File: src/design/gtc_pkg.sv
// Shared types and constants of the greedy tour crossover block.
// Used by the controller, the tour scanners, the datapath core and the top level.
package gtc_pkg;

   localparam int NUM_CITIES_DEF = 36;
   localparam int COORD_BITS_DEF = 16;
   localparam int CITY_W         = 6;
   localparam int POS_W          = 6;
   localparam int IN_COORD_W     = 16;

   localparam logic [1:0] OP_LOAD_COORD = 2'd0;
   localparam logic [1:0] OP_LOAD_GENES = 2'd1;
   localparam logic [1:0] OP_RUN        = 2'd2;

   typedef struct packed {
      logic [1:0]                   opcode;
      logic [POS_W-1:0]             position;
      logic signed [IN_COORD_W-1:0] coord_x;
      logic signed [IN_COORD_W-1:0] coord_y;
      logic [CITY_W-1:0]            first_parent_city;
      logic [CITY_W-1:0]            second_parent_city;
   } req_type;

   typedef struct packed {
      logic [CITY_W-1:0] offspring_city;
      logic [CITY_W-1:0] complement_city;
      logic              last;
   } rsp_type;

   typedef struct packed {
      logic coord_we;
      logic gene_we;
   } load_type;

   typedef struct packed {
      logic head;
      logic scan;
   } scan_cmd_type;

   typedef struct packed {
      logic              done;
      logic              found;
      logic [CITY_W-1:0] city;
   } scan_sts_type;

   typedef enum logic [1:0] {
      RD_CUR,
      RD_C1,
      RD_C2
   } rd_sel_type;

   typedef enum logic [2:0] {
      UPD_NONE,
      UPD_HEAD,
      UPD_C1,
      UPD_C2,
      UPD_NEAR,
      UPD_KEEP
   } upd_type;

   typedef struct packed {
      logic       clear;
      rd_sel_type rd_sel;
      logic       lat_cur;
      logic       diff;
      logic       square;
      logic       sum1;
      logic       sum2;
      upd_type    upd;
      logic       last;
   } core_cmd_type;

endpackage

File: src/design/gtc_scan.sv
// Tour memory of one parent with its search engine: reads the head of the
// tour, or finds the current city in the tour, then walks forward cyclically
// to the first unvisited city. Depends on gtc_pkg.
module gtc_scan #(
   parameter int NUM_CITIES = gtc_pkg::NUM_CITIES_DEF
) (
   input  logic                        clock,
   input  logic                        reset,
   input  logic                        wr_en,
   input  logic [gtc_pkg::POS_W-1:0]   wr_pos,
   input  logic [gtc_pkg::CITY_W-1:0]  wr_city,
   input  gtc_pkg::scan_cmd_type       cmd,
   input  logic [gtc_pkg::CITY_W-1:0]  cur_city,
   input  logic [NUM_CITIES-1:0]       visited,
   output gtc_pkg::scan_sts_type       sts
);
   import gtc_pkg::*;

   localparam int IW = $clog2(NUM_CITIES);
   localparam int CW = $clog2(NUM_CITIES + 1);
   localparam logic [CITY_W:0] N_EXT    = (CITY_W + 1)'(NUM_CITIES);
   localparam logic [IW-1:0]   LAST_POS = IW'(NUM_CITIES - 1);
   localparam logic [CW-1:0]   N_CNT    = CW'(NUM_CITIES);
   localparam logic [CW-1:0]   LAST_CNT = CW'(NUM_CITIES - 1);

   typedef enum logic [1:0] {
      PH_IDLE,
      PH_HEAD,
      PH_FIND,
      PH_SEEK
   } phase_type;

   logic [CITY_W-1:0] tour_mem [NUM_CITIES];
   logic [CITY_W-1:0] rd_gene_ff;

   phase_type         phase_ff, phase_in;
   logic [IW-1:0]     iss_ptr_ff, iss_ptr_in;
   logic [CW-1:0]     iss_cnt_ff, iss_cnt_in;
   logic [CW-1:0]     chk_cnt_ff, chk_cnt_in;
   logic              rd_vld_ff, rd_vld_in;
   logic [IW-1:0]     rd_pos_ff, rd_pos_in;
   logic              done_ff, done_in;
   logic              found_ff, found_in;
   logic [CITY_W-1:0] city_ff, city_in;

   logic [IW-1:0]     rd_addr;
   logic              hit;
   logic              unvisited;
   logic [IW-1:0]     start_pos;
   logic [IW-1:0]     ptr_next;
   logic [IW-1:0]     start_next;

   function automatic logic [IW-1:0] wrap_inc(input logic [IW-1:0] p);
      logic [IW-1:0] r;
      r = (p == LAST_POS) ? '0 : p + 1'b1;
      return r;
   endfunction

   always_ff @(posedge clock) begin
      if (wr_en && ({1'b0, wr_pos} < N_EXT)) begin
         tour_mem[wr_pos[IW-1:0]] <= wr_city;
      end
      rd_gene_ff <= tour_mem[rd_addr];
   end

   assign hit        = (rd_gene_ff == cur_city);
   assign unvisited  = !({1'b0, rd_gene_ff} < N_EXT) || !visited[rd_gene_ff[IW-1:0]];
   assign start_pos  = hit ? wrap_inc(rd_pos_ff) : '0;
   assign ptr_next   = wrap_inc(iss_ptr_ff);
   assign start_next = wrap_inc(start_pos);

   always_comb begin
      phase_in   = phase_ff;
      iss_ptr_in = iss_ptr_ff;
      iss_cnt_in = iss_cnt_ff;
      chk_cnt_in = chk_cnt_ff;
      done_in    = 1'b0;
      found_in   = found_ff;
      city_in    = city_ff;
      rd_addr    = iss_ptr_ff;
      rd_vld_in  = 1'b0;
      case (phase_ff)
         PH_IDLE: begin
            if (cmd.head) begin
               rd_addr   = '0;
               rd_vld_in = 1'b1;
               phase_in  = PH_HEAD;
            end else if (cmd.scan) begin
               iss_ptr_in = '0;
               iss_cnt_in = '0;
               phase_in   = PH_FIND;
            end
         end
         PH_HEAD: begin
            if (rd_vld_ff) begin
               done_in  = 1'b1;
               found_in = 1'b1;
               city_in  = rd_gene_ff;
               phase_in = PH_IDLE;
            end
         end
         PH_FIND: begin
            // The search issues positions in order, so the last position
            // returning without a match means the city is absent.
            if (rd_vld_ff && (hit || (rd_pos_ff == LAST_POS))) begin
               rd_addr    = start_pos;
               rd_vld_in  = 1'b1;
               iss_ptr_in = start_next;
               iss_cnt_in = CW'(1);
               chk_cnt_in = '0;
               phase_in   = PH_SEEK;
            end else if (iss_cnt_ff < N_CNT) begin
               rd_vld_in  = 1'b1;
               iss_ptr_in = ptr_next;
               iss_cnt_in = iss_cnt_ff + 1'b1;
            end
         end
         PH_SEEK: begin
            if (rd_vld_ff && unvisited) begin
               done_in  = 1'b1;
               found_in = 1'b1;
               city_in  = rd_gene_ff;
               phase_in = PH_IDLE;
            end else if (rd_vld_ff && (chk_cnt_ff == LAST_CNT)) begin
               done_in  = 1'b1;
               found_in = 1'b0;
               phase_in = PH_IDLE;
            end else begin
               if (rd_vld_ff) begin
                  chk_cnt_in = chk_cnt_ff + 1'b1;
               end
               if (iss_cnt_ff < N_CNT) begin
                  rd_vld_in  = 1'b1;
                  iss_ptr_in = ptr_next;
                  iss_cnt_in = iss_cnt_ff + 1'b1;
               end
            end
         end
         default: begin
            phase_in = PH_IDLE;
         end
      endcase
   end

   assign rd_pos_in = rd_addr;

   always_ff @(posedge clock) begin
      if (reset) begin
         phase_ff   <= PH_IDLE;
         iss_ptr_ff <= '0;
         iss_cnt_ff <= '0;
         chk_cnt_ff <= '0;
         rd_vld_ff  <= 1'b0;
         done_ff    <= 1'b0;
      end else begin
         phase_ff   <= phase_in;
         iss_ptr_ff <= iss_ptr_in;
         iss_cnt_ff <= iss_cnt_in;
         chk_cnt_ff <= chk_cnt_in;
         rd_vld_ff  <= rd_vld_in;
         done_ff    <= done_in;
      end
      rd_pos_ff <= rd_pos_in;
      found_ff  <= found_in;
      city_ff   <= city_in;
   end

   assign sts.done  = done_ff;
   assign sts.found = found_ff;
   assign sts.city  = city_ff;

endmodule

File: src/design/gtc_core.sv
// Datapath core: coordinate memory, visited map, current city, squared
// distance pipeline and the result register. Depends on gtc_pkg.
module gtc_core #(
   parameter int NUM_CITIES = gtc_pkg::NUM_CITIES_DEF,
   parameter int COORD_BITS = gtc_pkg::COORD_BITS_DEF
) (
   input  logic                        clock,
   input  logic                        reset,
   input  logic                        coord_we,
   input  gtc_pkg::req_type            req,
   input  gtc_pkg::core_cmd_type       cmd,
   input  gtc_pkg::scan_sts_type       sts1,
   input  gtc_pkg::scan_sts_type       sts2,
   output logic [gtc_pkg::CITY_W-1:0]  cur_city,
   output logic [NUM_CITIES-1:0]       visited,
   output gtc_pkg::rsp_type            rsp,
   output logic                        rsp_strobe
);
   import gtc_pkg::*;

   localparam int IW   = $clog2(NUM_CITIES);
   localparam int CB   = COORD_BITS;
   localparam int SQW  = 2 * CB;
   localparam int SUMW = SQW + 1;
   localparam logic [CITY_W:0]   N_EXT    = (CITY_W + 1)'(NUM_CITIES);
   localparam logic [CITY_W-1:0] TOP_CITY = CITY_W'(NUM_CITIES - 1);

   logic [2*CB-1:0]    xy_mem [NUM_CITIES];
   logic [2*CB-1:0]    rd_xy_ff;
   logic               rd_oor_ff;
   logic [CITY_W-1:0]  rd_city;
   logic               coord_ok;

   logic [CB-1:0]      pt_x, pt_y;
   logic [CB-1:0]      cur_x_ff, cur_y_ff;
   logic [CB:0]        dx_raw, dy_raw;
   logic [CB-1:0]      dx_in, dy_in;
   logic [CB-1:0]      dx_ff, dy_ff;
   logic [SQW-1:0]     sqx_ff, sqy_ff;
   logic [SUMW-1:0]    sum_in, d1_ff, d2_ff;

   logic [CITY_W-1:0]  cur_ff, next_city;
   logic [NUM_CITIES-1:0] visited_ff;
   rsp_type            rsp_ff;
   logic               strobe_ff;
   logic               mark;

   assign coord_ok = coord_we && ({1'b0, req.position} < N_EXT);

   always_comb begin
      case (cmd.rd_sel)
         RD_CUR:  rd_city = cur_ff;
         RD_C1:   rd_city = sts1.city;
         RD_C2:   rd_city = sts2.city;
         default: rd_city = cur_ff;
      endcase
   end

   always_ff @(posedge clock) begin
      if (coord_ok) begin
         xy_mem[req.position[IW-1:0]] <= {CB'(req.coord_x), CB'(req.coord_y)};
      end
      rd_xy_ff  <= xy_mem[rd_city[IW-1:0]];
      rd_oor_ff <= !({1'b0, rd_city} < N_EXT);
   end

   // A city outside the table sits at the origin.
   assign pt_x = rd_oor_ff ? '0 : rd_xy_ff[2*CB-1:CB];
   assign pt_y = rd_oor_ff ? '0 : rd_xy_ff[CB-1:0];

   assign dx_raw = {pt_x[CB-1], pt_x} - {cur_x_ff[CB-1], cur_x_ff};
   assign dy_raw = {pt_y[CB-1], pt_y} - {cur_y_ff[CB-1], cur_y_ff};
   assign dx_in  = dx_raw[CB] ? CB'(-dx_raw) : dx_raw[CB-1:0];
   assign dy_in  = dy_raw[CB] ? CB'(-dy_raw) : dy_raw[CB-1:0];
   assign sum_in = SUMW'(sqx_ff) + SUMW'(sqy_ff);

   always_ff @(posedge clock) begin
      if (cmd.lat_cur) begin
         cur_x_ff <= pt_x;
         cur_y_ff <= pt_y;
      end
      if (cmd.diff) begin
         dx_ff <= dx_in;
         dy_ff <= dy_in;
      end
      if (cmd.square) begin
         sqx_ff <= SQW'(dx_ff) * SQW'(dx_ff);
         sqy_ff <= SQW'(dy_ff) * SQW'(dy_ff);
      end
      if (cmd.sum1) begin
         d1_ff <= sum_in;
      end
      if (cmd.sum2) begin
         d2_ff <= sum_in;
      end
   end

   // A tie in distance goes to parent two.
   always_comb begin
      case (cmd.upd)
         UPD_HEAD: next_city = sts1.city;
         UPD_C1:   next_city = sts1.city;
         UPD_C2:   next_city = sts2.city;
         UPD_NEAR: next_city = (d1_ff < d2_ff) ? sts1.city : sts2.city;
         UPD_KEEP: next_city = cur_ff;
         default:  next_city = cur_ff;
      endcase
   end

   assign mark = (cmd.upd != UPD_NONE) && (cmd.upd != UPD_KEEP)
                 && ({1'b0, next_city} < N_EXT);

   always_ff @(posedge clock) begin
      if (reset) begin
         visited_ff <= '0;
         cur_ff     <= '0;
         strobe_ff  <= 1'b0;
      end else begin
         strobe_ff <= (cmd.upd != UPD_NONE);
         if (cmd.clear) begin
            visited_ff <= '0;
         end else if (mark) begin
            visited_ff[next_city[IW-1:0]] <= 1'b1;
         end
         if (cmd.upd != UPD_NONE) begin
            cur_ff <= next_city;
         end
      end
      if (cmd.upd != UPD_NONE) begin
         rsp_ff.offspring_city  <= next_city;
         rsp_ff.complement_city <= TOP_CITY - next_city;
         rsp_ff.last            <= cmd.last;
      end
   end

   assign cur_city   = cur_ff;
   assign visited    = visited_ff;
   assign rsp        = rsp_ff;
   assign rsp_strobe = strobe_ff;

endmodule

File: src/design/gtc_ctrl.sv
// Controller of the greedy tour crossover: decodes requests and sequences
// head read, tour scans, distance pipeline and updates. Depends on gtc_pkg.
module gtc_ctrl #(
   parameter int NUM_CITIES = gtc_pkg::NUM_CITIES_DEF
) (
   input  logic                   clock,
   input  logic                   reset,
   input  logic                   start,
   input  logic [1:0]             opcode,
   input  gtc_pkg::scan_sts_type  sts1,
   input  gtc_pkg::scan_sts_type  sts2,
   output logic                   busy,
   output gtc_pkg::load_type      load,
   output gtc_pkg::scan_cmd_type  scan1_cmd,
   output gtc_pkg::scan_cmd_type  scan2_cmd,
   output gtc_pkg::core_cmd_type  core_cmd
);
   import gtc_pkg::*;

   localparam int IW = $clog2(NUM_CITIES);
   localparam logic [IW-1:0] LAST_STEP = IW'(NUM_CITIES - 1);

   typedef enum logic [3:0] {
      ST_IDLE,
      ST_HEAD,
      ST_SCAN_GO,
      ST_SCAN_WAIT,
      ST_D1,
      ST_D2,
      ST_D3,
      ST_D4,
      ST_D5,
      ST_D6
   } state_type;

   state_type     state_ff;
   logic [IW-1:0] step_ff;
   logic          got1_ff, got2_ff;
   scan_cmd_type  scan1_ff, scan2_ff;
   core_cmd_type  core_ff;

   logic          take;
   logic          both_done;
   logic          last_step;

   assign busy          = (state_ff != ST_IDLE);
   assign take          = start && !busy;
   assign load.coord_we = take && (opcode == OP_LOAD_COORD);
   assign load.gene_we  = take && (opcode == OP_LOAD_GENES);
   assign both_done     = (got1_ff || sts1.done) && (got2_ff || sts2.done);
   assign last_step     = (step_ff == LAST_STEP);

   always_ff @(posedge clock) begin
      if (reset) begin
         state_ff <= ST_IDLE;
         step_ff  <= '0;
         got1_ff  <= 1'b0;
         got2_ff  <= 1'b0;
         scan1_ff <= '0;
         scan2_ff <= '0;
         core_ff  <= '0;
      end else begin
         scan1_ff <= '0;
         scan2_ff <= '0;
         core_ff  <= '0;
         case (state_ff)
            ST_IDLE: begin
               if (take && (opcode == OP_RUN)) begin
                  core_ff.clear <= 1'b1;
                  scan1_ff.head <= 1'b1;
                  state_ff      <= ST_HEAD;
               end
            end
            ST_HEAD: begin
               if (sts1.done) begin
                  core_ff.upd  <= UPD_HEAD;
                  core_ff.last <= 1'b0;
                  step_ff      <= IW'(1);
                  state_ff     <= ST_SCAN_GO;
               end
            end
            ST_SCAN_GO: begin
               scan1_ff.scan <= 1'b1;
               scan2_ff.scan <= 1'b1;
               got1_ff       <= 1'b0;
               got2_ff       <= 1'b0;
               state_ff      <= ST_SCAN_WAIT;
            end
            ST_SCAN_WAIT: begin
               got1_ff <= got1_ff || sts1.done;
               got2_ff <= got2_ff || sts2.done;
               if (both_done) begin
                  if (sts1.found && sts2.found) begin
                     core_ff.rd_sel <= RD_CUR;
                     state_ff       <= ST_D1;
                  end else begin
                     if (sts1.found) begin
                        core_ff.upd <= UPD_C1;
                     end else if (sts2.found) begin
                        core_ff.upd <= UPD_C2;
                     end else begin
                        core_ff.upd <= UPD_KEEP;
                     end
                     core_ff.last <= last_step;
                     step_ff      <= step_ff + 1'b1;
                     state_ff     <= last_step ? ST_IDLE : ST_SCAN_GO;
                  end
               end
            end
            ST_D1: begin
               core_ff.rd_sel  <= RD_C1;
               core_ff.lat_cur <= 1'b1;
               state_ff        <= ST_D2;
            end
            ST_D2: begin
               core_ff.rd_sel <= RD_C2;
               core_ff.diff   <= 1'b1;
               state_ff       <= ST_D3;
            end
            ST_D3: begin
               core_ff.diff   <= 1'b1;
               core_ff.square <= 1'b1;
               state_ff       <= ST_D4;
            end
            ST_D4: begin
               core_ff.sum1   <= 1'b1;
               core_ff.square <= 1'b1;
               state_ff       <= ST_D5;
            end
            ST_D5: begin
               core_ff.sum2 <= 1'b1;
               state_ff     <= ST_D6;
            end
            ST_D6: begin
               core_ff.upd  <= UPD_NEAR;
               core_ff.last <= last_step;
               step_ff      <= step_ff + 1'b1;
               state_ff     <= last_step ? ST_IDLE : ST_SCAN_GO;
            end
            default: begin
               state_ff <= ST_IDLE;
            end
         endcase
      end
   end

   assign scan1_cmd = scan1_ff;
   assign scan2_cmd = scan2_ff;
   assign core_cmd  = core_ff;

endmodule

File: src/design/greedy_tour_crossover.sv
// Top level of the greedy tour crossover block.
// Depends on gtc_pkg, gtc_ctrl, gtc_scan and gtc_core.
//
// Usage: an item is taken at a rising edge with start high and busy low.
// Opcode load coordinate writes one city's x and y, opcode load genes writes
// both parents' cities at one tour position; both finish in the accepting
// cycle and keep busy low, so loads can stream one per cycle while no run
// is in progress. Loads with a position beyond the city count and the unused
// opcode do nothing. A run item raises busy and produces NUM_CITIES results
// on rsp_data, each shown for exactly one cycle with rsp_strobe high; the
// final one has last set. The first result is the head of parent one's tour.
// Each later result costs one search of both parent tours, run side by side
// in the two tour memories, plus squared-distance work when both parents
// offer a candidate. Busy falls in the cycle before the final result shows;
// a new item can be taken then. The receiver cannot hold results off, and
// none is needed. Reset idles the controller and clears the visited map and
// current city; the coordinate and tour memories keep their contents until
// written.
module greedy_tour_crossover #(
   parameter int NUM_CITIES = gtc_pkg::NUM_CITIES_DEF,
   parameter int COORD_BITS = gtc_pkg::COORD_BITS_DEF
) (
   input  logic              clock,
   input  logic              reset,
   input  logic              start,
   output logic              busy,
   input  gtc_pkg::req_type  req_data,
   output logic              rsp_strobe,
   output gtc_pkg::rsp_type  rsp_data
);
   import gtc_pkg::*;

   load_type              load;
   scan_cmd_type          scan1_cmd, scan2_cmd;
   core_cmd_type          core_cmd;
   scan_sts_type          sts1, sts2;
   logic [CITY_W-1:0]     cur_city;
   logic [NUM_CITIES-1:0] visited;

   gtc_ctrl #(
      .NUM_CITIES(NUM_CITIES)
   ) u_ctrl (
      .clock     (clock),
      .reset     (reset),
      .start     (start),
      .opcode    (req_data.opcode),
      .sts1      (sts1),
      .sts2      (sts2),
      .busy      (busy),
      .load      (load),
      .scan1_cmd (scan1_cmd),
      .scan2_cmd (scan2_cmd),
      .core_cmd  (core_cmd)
   );

   gtc_scan #(
      .NUM_CITIES(NUM_CITIES)
   ) u_scan1 (
      .clock    (clock),
      .reset    (reset),
      .wr_en    (load.gene_we),
      .wr_pos   (req_data.position),
      .wr_city  (req_data.first_parent_city),
      .cmd      (scan1_cmd),
      .cur_city (cur_city),
      .visited  (visited),
      .sts      (sts1)
   );

   gtc_scan #(
      .NUM_CITIES(NUM_CITIES)
   ) u_scan2 (
      .clock    (clock),
      .reset    (reset),
      .wr_en    (load.gene_we),
      .wr_pos   (req_data.position),
      .wr_city  (req_data.second_parent_city),
      .cmd      (scan2_cmd),
      .cur_city (cur_city),
      .visited  (visited),
      .sts      (sts2)
   );

   gtc_core #(
      .NUM_CITIES(NUM_CITIES),
      .COORD_BITS(COORD_BITS)
   ) u_core (
      .clock      (clock),
      .reset      (reset),
      .coord_we   (load.coord_we),
      .req        (req_data),
      .cmd        (core_cmd),
      .sts1       (sts1),
      .sts2       (sts2),
      .cur_city   (cur_city),
      .visited    (visited),
      .rsp        (rsp_data),
      .rsp_strobe (rsp_strobe)
   );

endmodule

File: config.mk
export PLATFORM = sky130hd
export DESIGN_NAME = greedy_tour_crossover
export DESIGN_NICKNAME = d
export VERILOG_FILES = /design/src/design/gtc_pkg.sv /design/src/design/gtc_scan.sv /design/src/design/gtc_core.sv /design/src/design/gtc_ctrl.sv /design/src/design/greedy_tour_crossover.sv
export SDC_FILE = /design/constraint.sdc
export NUM_CORES = 2
export LEC_CHECK = 0
export BUFFER_PORTS_ARGS = -buffer_cell sky130_fd_sc_hd__buf_2
export CAP_MARGIN = 20
export CORE_UTILIZATION = 45
export DETAILED_ROUTE_END_ITERATION = 12
export SLEW_MARGIN = 20
export SYNTH_ARGS = -nofsm -noshare
export SYNTH_HDL_FRONTEND = slang
export SYNTH_SLANG_ARGS = --single-unit
File: constraint.sdc
create_clock -name clock -period 5.8 [get_ports clock]
set_input_delay 0.87 -clock clock [delete_from_list [all_inputs] [get_ports clock]]
set_output_delay 0.87 -clock clock [all_outputs]
set_load 0.03 [all_outputs]
# --- Word-level counts from Yosys, hierarchy flattened ---
# Memory sizes are Yosys's and may differ from the RTL's. A register that Yosys moved wholly into a read port is not among the register bits.
# Index checks and enable logic that the tools add are counted.
# W data, S select, Z words.
classes:
  n_eq_ne: 59
  order_cmp: 12
  mul: 2
  n_reduce_logical: 60
  mux: 137
  addsub: 17
  bitwise: 2
op_table:
  columns: ["cell", "n"]
  rows:
  - ["$mux W6", 47]
  - ["$pmux W6 S3", 6]
  - ["$pmux W6 S2", 7]
  - ["$add A6 B1 Y6 const B", 11]
  - ["$mul A16 B16 Y32", 2]
  - ["$mux W16", 4]
  - ["$eq A6 B6 Y1 const B", 9]
  - ["$lt A6 B6 Y1 const B", 7]
  - ["$pmux W4 S10", 1]
  - ["$mux W1", 36]
  - ["$or A36 B36 Y36", 1]
  - ["$sub A16 B16 Y17", 2]
  - ["$add A32 B32 Y33", 1]
  - ["$lt A33 B33 Y1", 1]
  - ["$neg A16 Y16", 2]
  - ["$mux W2", 13]
  - ["$mux W4", 6]
  - ["$ne A2 B1 Y1 const B", 11]
  - ["$lt A6 B7 Y1 const B", 3]
  - ["$reduce_and A5 Y1", 4]
  - ["$ne A2 B2 Y1 const B", 9]
  - ["$logic_and A1 B1 Y1", 17]
  - ["$eq A4 B3 Y1 const B", 4]
  - ["$pmux W2 S4", 2]
  - ["31 further kinds", 83]
totals:
  elab_cells: 339
  inputBits: 55
  out_inout_bits: 15
  ff_bits: 346
  n_memories: 3
  ram_bits: 1584
memory_table:
  columns: ["memory", "depth", "width", "rd", "rd_clocked_by_memory_dff", "wr", "line", "rtl"]
  rows:
  - ["u_core.xy_mem", 36, 32, 1, 1, 1, "gtc_core.sv:28", "logic [2*CB-1:0] xy_mem [NUM_CITIES];"]
  - ["u_scan1.tour_mem", 36, 6, 1, 1, 1, "gtc_scan.sv:33", "logic [CITY_W-1:0] tour_mem [NUM_CITIES];"]
  - ["u_scan2.tour_mem", 36, 6, 1, 1, 1, "gtc_scan.sv:33", null]

# --- Logic depth before layout (Yosys ltp) ---
logic_depth:
  word_depth: 8
  ltp_mapped: 26
  depth_no_buf: 25

# --- By module ---
# A second synthesis with hierarchy kept.
unflattened:
  hier_cells: 6643
  area_unflattened_um2: 95092.5
by_module_without_submodules:
  columns: ["module", "area_each_um2", "cells_per_inst", "n_inst"]
  rows:
  - ["gtc_core", 71412.2, 4762, 1]
  - ["gtc_scan (u_scan1)", 11345.9, 891, 1]
  - ["gtc_scan (u_scan2)", 11173.2, 856, 1]
  - ["gtc_ctrl", 1161.1, 134, 1]

# --- Least setup slack after synthesis ---
# No wires, ideal clock.
synth_path:
  kind: "flip-flop to flip-flop"
  from: "reg u_core.dy_ff[1]"
  to: "reg u_core.sqy_ff[29], data pin"
  t_arrival_ps: 6057
  period_less_slack_ps: 6315
  path_stages_with_launch: 26
  setup_ps: 258
  setup_slack_ps: -515
  path_buffers: 2
  path_cell_list: "edfxtp_1 clkbuf_1 clkbuf_1 and2_1 fa_1 inv_1 fa_1 inv_1 fa_1 inv_1 fa_1 inv_1 fa_1 inv_1 fa_1 inv_1 ha_1 and3_1 and2_1 a221oi_1 a31oi_1 o221ai_1 o211ai_1 a31o_2 a21oi_1 xnor2_1"
synth_between:
  elab_chain_cells: 1
synth_rtl:
  columns: ["element", "line", "rtl"]
  rows:
  - ["from (decl)", "gtc_core.sv:38", "logic [CB-1:0] dx_ff, dy_ff;"]
  - ["from (signal assigned)", "gtc_core.sv:84", "dy_ff <= dy_in;"]
  - ["$mul A16 B16 Y32", "gtc_core.sv:88", "sqy_ff <= SQW'(dy_ff) * SQW'(dy_ff);"]
  - ["to (signal assigned)", "gtc_core.sv:88", null]
  - ["to (decl)", "gtc_core.sv:39", "logic [SQW-1:0] sqx_ff, sqy_ff;"]
# No other way between the ends.
# A chain may end at the register's enable or synchronous reset.

# --- Worst setup path in the final report ---
layout_path:
  from: "reg u_core.dx_ff[10]"
  to: "reg u_core.sqx_ff[29], data pin"
layout_between:
  elab_chain_cells: 1
layout_rtl:
  columns: ["element", "line", "rtl"]
  rows:
  - ["from (decl)", "gtc_core.sv:38", null]
  - ["from (signal assigned)", "gtc_core.sv:83", "dx_ff <= dx_in;"]
  - ["$mul A16 B16 Y32", "gtc_core.sv:87", "sqx_ff <= SQW'(dx_ff) * SQW'(dx_ff);"]
  - ["to (signal assigned)", "gtc_core.sv:87", null]
  - ["to (decl)", "gtc_core.sv:39", null]
# No other way between the ends.

==> run summary <==
Max-cap violations = 0
Final Hold Vio Count = 0
DP HPWL = 146,000 um
M3 GR Usage = 3.25%
failing checks = negative setup slack
slew margin rel. = 26.8%
# H-tree levels = 4
Hold Path Class = reg -> reg
Max Slew Vio Count = 0
# rows = 167
Startpoint Class = register
leak pwr = 0.0395 uW
status = complete, but fails checks
most common cell after layout, fill and taps aside = edfxtp_1
io pins = 70
DR vias/cell = 5.54
Setup WS post-layout = -250 ps
Post-synth EDFFs = 1,802
crit end category = register
Core Box Area = 207,000 um^2
Setup CP Type = reg -> reg
die width = 460 um
initial antenna violation count = 21
CTS tree = yes
RSZ-0062 raised after global routing = yes
clock root cell = clkbuf_16
Die ar. = 211,000 um^2
met1 Use GR = 29.4%
final setup vio count = 17
Area growth, synth to finish = 14.9%
fin crit share = 104%
GRT busiest layer = met2
Post-Syn Area = 94,200 um^2
Worst-Skew Late Latency = 870 ps
Post-DRT Antenna Nets = 0
CTS buffer count = 200
R2R Setup Slk = -250 ps
DRC Markers = 0
total gr overflow = 0
syn avg cell area = 14.4 um^2
cell area after layout = 108,000 um^2
DP Worst Slack = -547 ps
CP Max Fanout = 7
Ys Warns = 0
net count reported at finish = 7,609
Iteration-0 DRC Markers = 4,197
Clock transition at path regs = 60 ps
placement-stage cell area = 100,000 um^2
first-pass GRT wire length = 340,000 um
asr flop ratio synth = 0%
IO buf count = 69
Synth cell types = 97
vias in the first global route = 55.1k
required time of the worst setup path = 6380 ps
Pwr Density = 279 nW/um^2
min cycle time layout = 6050 ps
Seq/Total Area, Yosys = 61.0%
Multi-input gate area = 34,500 um^2
GRT Overall Usage = 21.4%
Via Count = 54.7k
gpl congestion = 0.851
Fill cells = 17.1k
Starting Density = 45.4%
# clock sinks = 1,970
Die Ht = 460 um
WP data arrival = 6630 ps
drt first pass iters = 5
Detailed Route WL = 226,000 um
largest net degree at the start of global routing = 85
measured slew at the worst slew-check pin = 1080 ps
Syn Inst Count = 6,521
ys flop type = edfxtp_1
clk_skew = 65.0 ps
fraction of layout cells with a size suffix above 1 = 18.7%
storage element area = 57,500 um^2
met2 capacity usage during global routing = 35.4%
VDD IR max = 0.331 mV
commonest non-fill, non-tap cells in the layout = 1,802 x edfxtp_1, 729 x nand2_1, 588 x inv_1
clock tree buffer depth = 3
synthesis-stage register bit count = 1,970
Max Clock Freq = 165 MHz
syn nets = 7,213
routed len/inst = 22.8 um
==> flip-flops by register name, summed over array words and instances (netlist names), 10 cells and up <==
register and cells:
u_core.xy_mem 1152, u_scan1.tour_mem 216, u_scan2.tour_mem 216, u_core.visited 36
u_core.d1_ff 33, u_core.d2_ff 33, u_core.rd_xy_ff 32, u_core.sqx_ff 31
u_core.sqy_ff 31, u_core.cur_x_ff 16, u_core.cur_y_ff 16, u_core.dx_ff 16
u_core.dy_ff 16, u_core.rsp 12, u_ctrl.core_cmd 10
==> worst max-delay path, cell delays in order, from the launching register on <==
cell and delay [ps]:
edfxtp_1 550, and2_4 230, fa_1 510, inv_2 50
fa_1 520, inv_1 50, fa_1 480, inv_1 50
fa_1 480, inv_1 50, fa_2 520, fa_2 450
ha_4 190, a211oi_4 270, inv_2 70, o41ai_2 300
a22oi_2 150, a211o_1 290, nand2_1 80, o21ai_2 60
nor4_2 180, nor2_1 110, xor2_1 150
==> through the flow <==
stage               power [uW]  TNS, ps  instances  util (%)  hold slack (ps)
finish                   30200    -2390       9883      52.1              404
global route             31100    -7780       9878      52.1              438
CTS                      30400    -1260       9863      51.9              395
detailed placement       17500    -4750       9464      48.4              391
global placement         17500    -3780       9464      48.4              394
floorplan                16900     -391       6521         -              386
==> what timing repair did <==
action,in CTS,in global routing
gates resized for setup,64,98
buffers inserted,26,18
hold buffers,0,0
pin swaps,52,52
setup endpoints to repair,24,32
==> report_power, final <==
group	internal (uW)	total [uW]	leakage, uW	switching [uW]
sequential	15500	15700	0.0176	132
combinational	532	1580	0.0187	1040
clock	7380	12900	0.00323	5560
==> area by class of cell <==
class | instances | area share (%)
sequential | 1970 | 53.1
timing repair buffer | 465 | 3.48
clock buffer | 247 | 4.85
antenna | 6 | 0.0139
multi-input combinational | 3672 | 31.9
inverter | 608 | 2.11
clock inverter | 127 | 1.31
tap | 2788 | 3.22
==> per-layer routing <==
layer,vias up,part of all wire (%)
met5,-,0.032
met4,10,2.5
met3,349,5.7
met2,1466,48
met1,28100,43
li1,24800,-
==> cell families (layout without fill, tap and decap cells) <==
logic type               after synthesis  count (layout)  share of synthesized area [%]
adder cells (fa/ha/maj)              637             637                           11.1
multiplexers                         423             423                           8.76
other                                  0               6                              0
flip-flops                          1970            1970                           61.0
XOR/XNOR                             184             184                           1.71
buffers and inverters                879            1447                           3.59
AO/OA/AOI/OAI                        823             823                           5.90
AND/OR/NAND/NOR                     1605            1605                           7.97
==> synth_stat cells, drive strengths merged, types with 17 or more instances <==
cell	instances	area (um^2)
nand2	740	2780
fa	326	6530
nand4	25	156
a21oi	148	741
a22oi	24	185
buf	95	443
ha	311	3890
o21a	28	210
mux2i	93	931
inv	608	2280
nor2b	65	414
o211ai	26	200
and2	132	827
nor2	260	976
a32oi	38	333
a211oi	84	636
nand3	102	521
or3	30	193
a31oi	83	519
xor2	68	596
nand2b	33	206
clkbuf	176	661
o21ai	165	830
xnor2	116	1020
dfxtp	168	3360
nor3	50	262
a21o	51	383
edfxtp	1802	54100
a22o	17	149
mux4	320	7210
a311oi	20	175
and3	105	657
==> path summary, 6_finish.rpt <==
| path | cells after the start | end | startpoint |
|---|---|---|---|
| worst min-delay path | 0 | u_core.rsp[0] | u_ctrl.core_cmd[0] |
| worst min register to register | 0 | u_core.rsp[0] | u_ctrl.core_cmd[0] |
| worst max register to register | 22 | u_core.sqx_ff[29] | u_core.dx_ff[10] |
| worst max-delay path | 22 | u_core.sqx_ff[29] | u_core.dx_ff[10] |
Note: power is estimated with default switching activity, not from simulation.
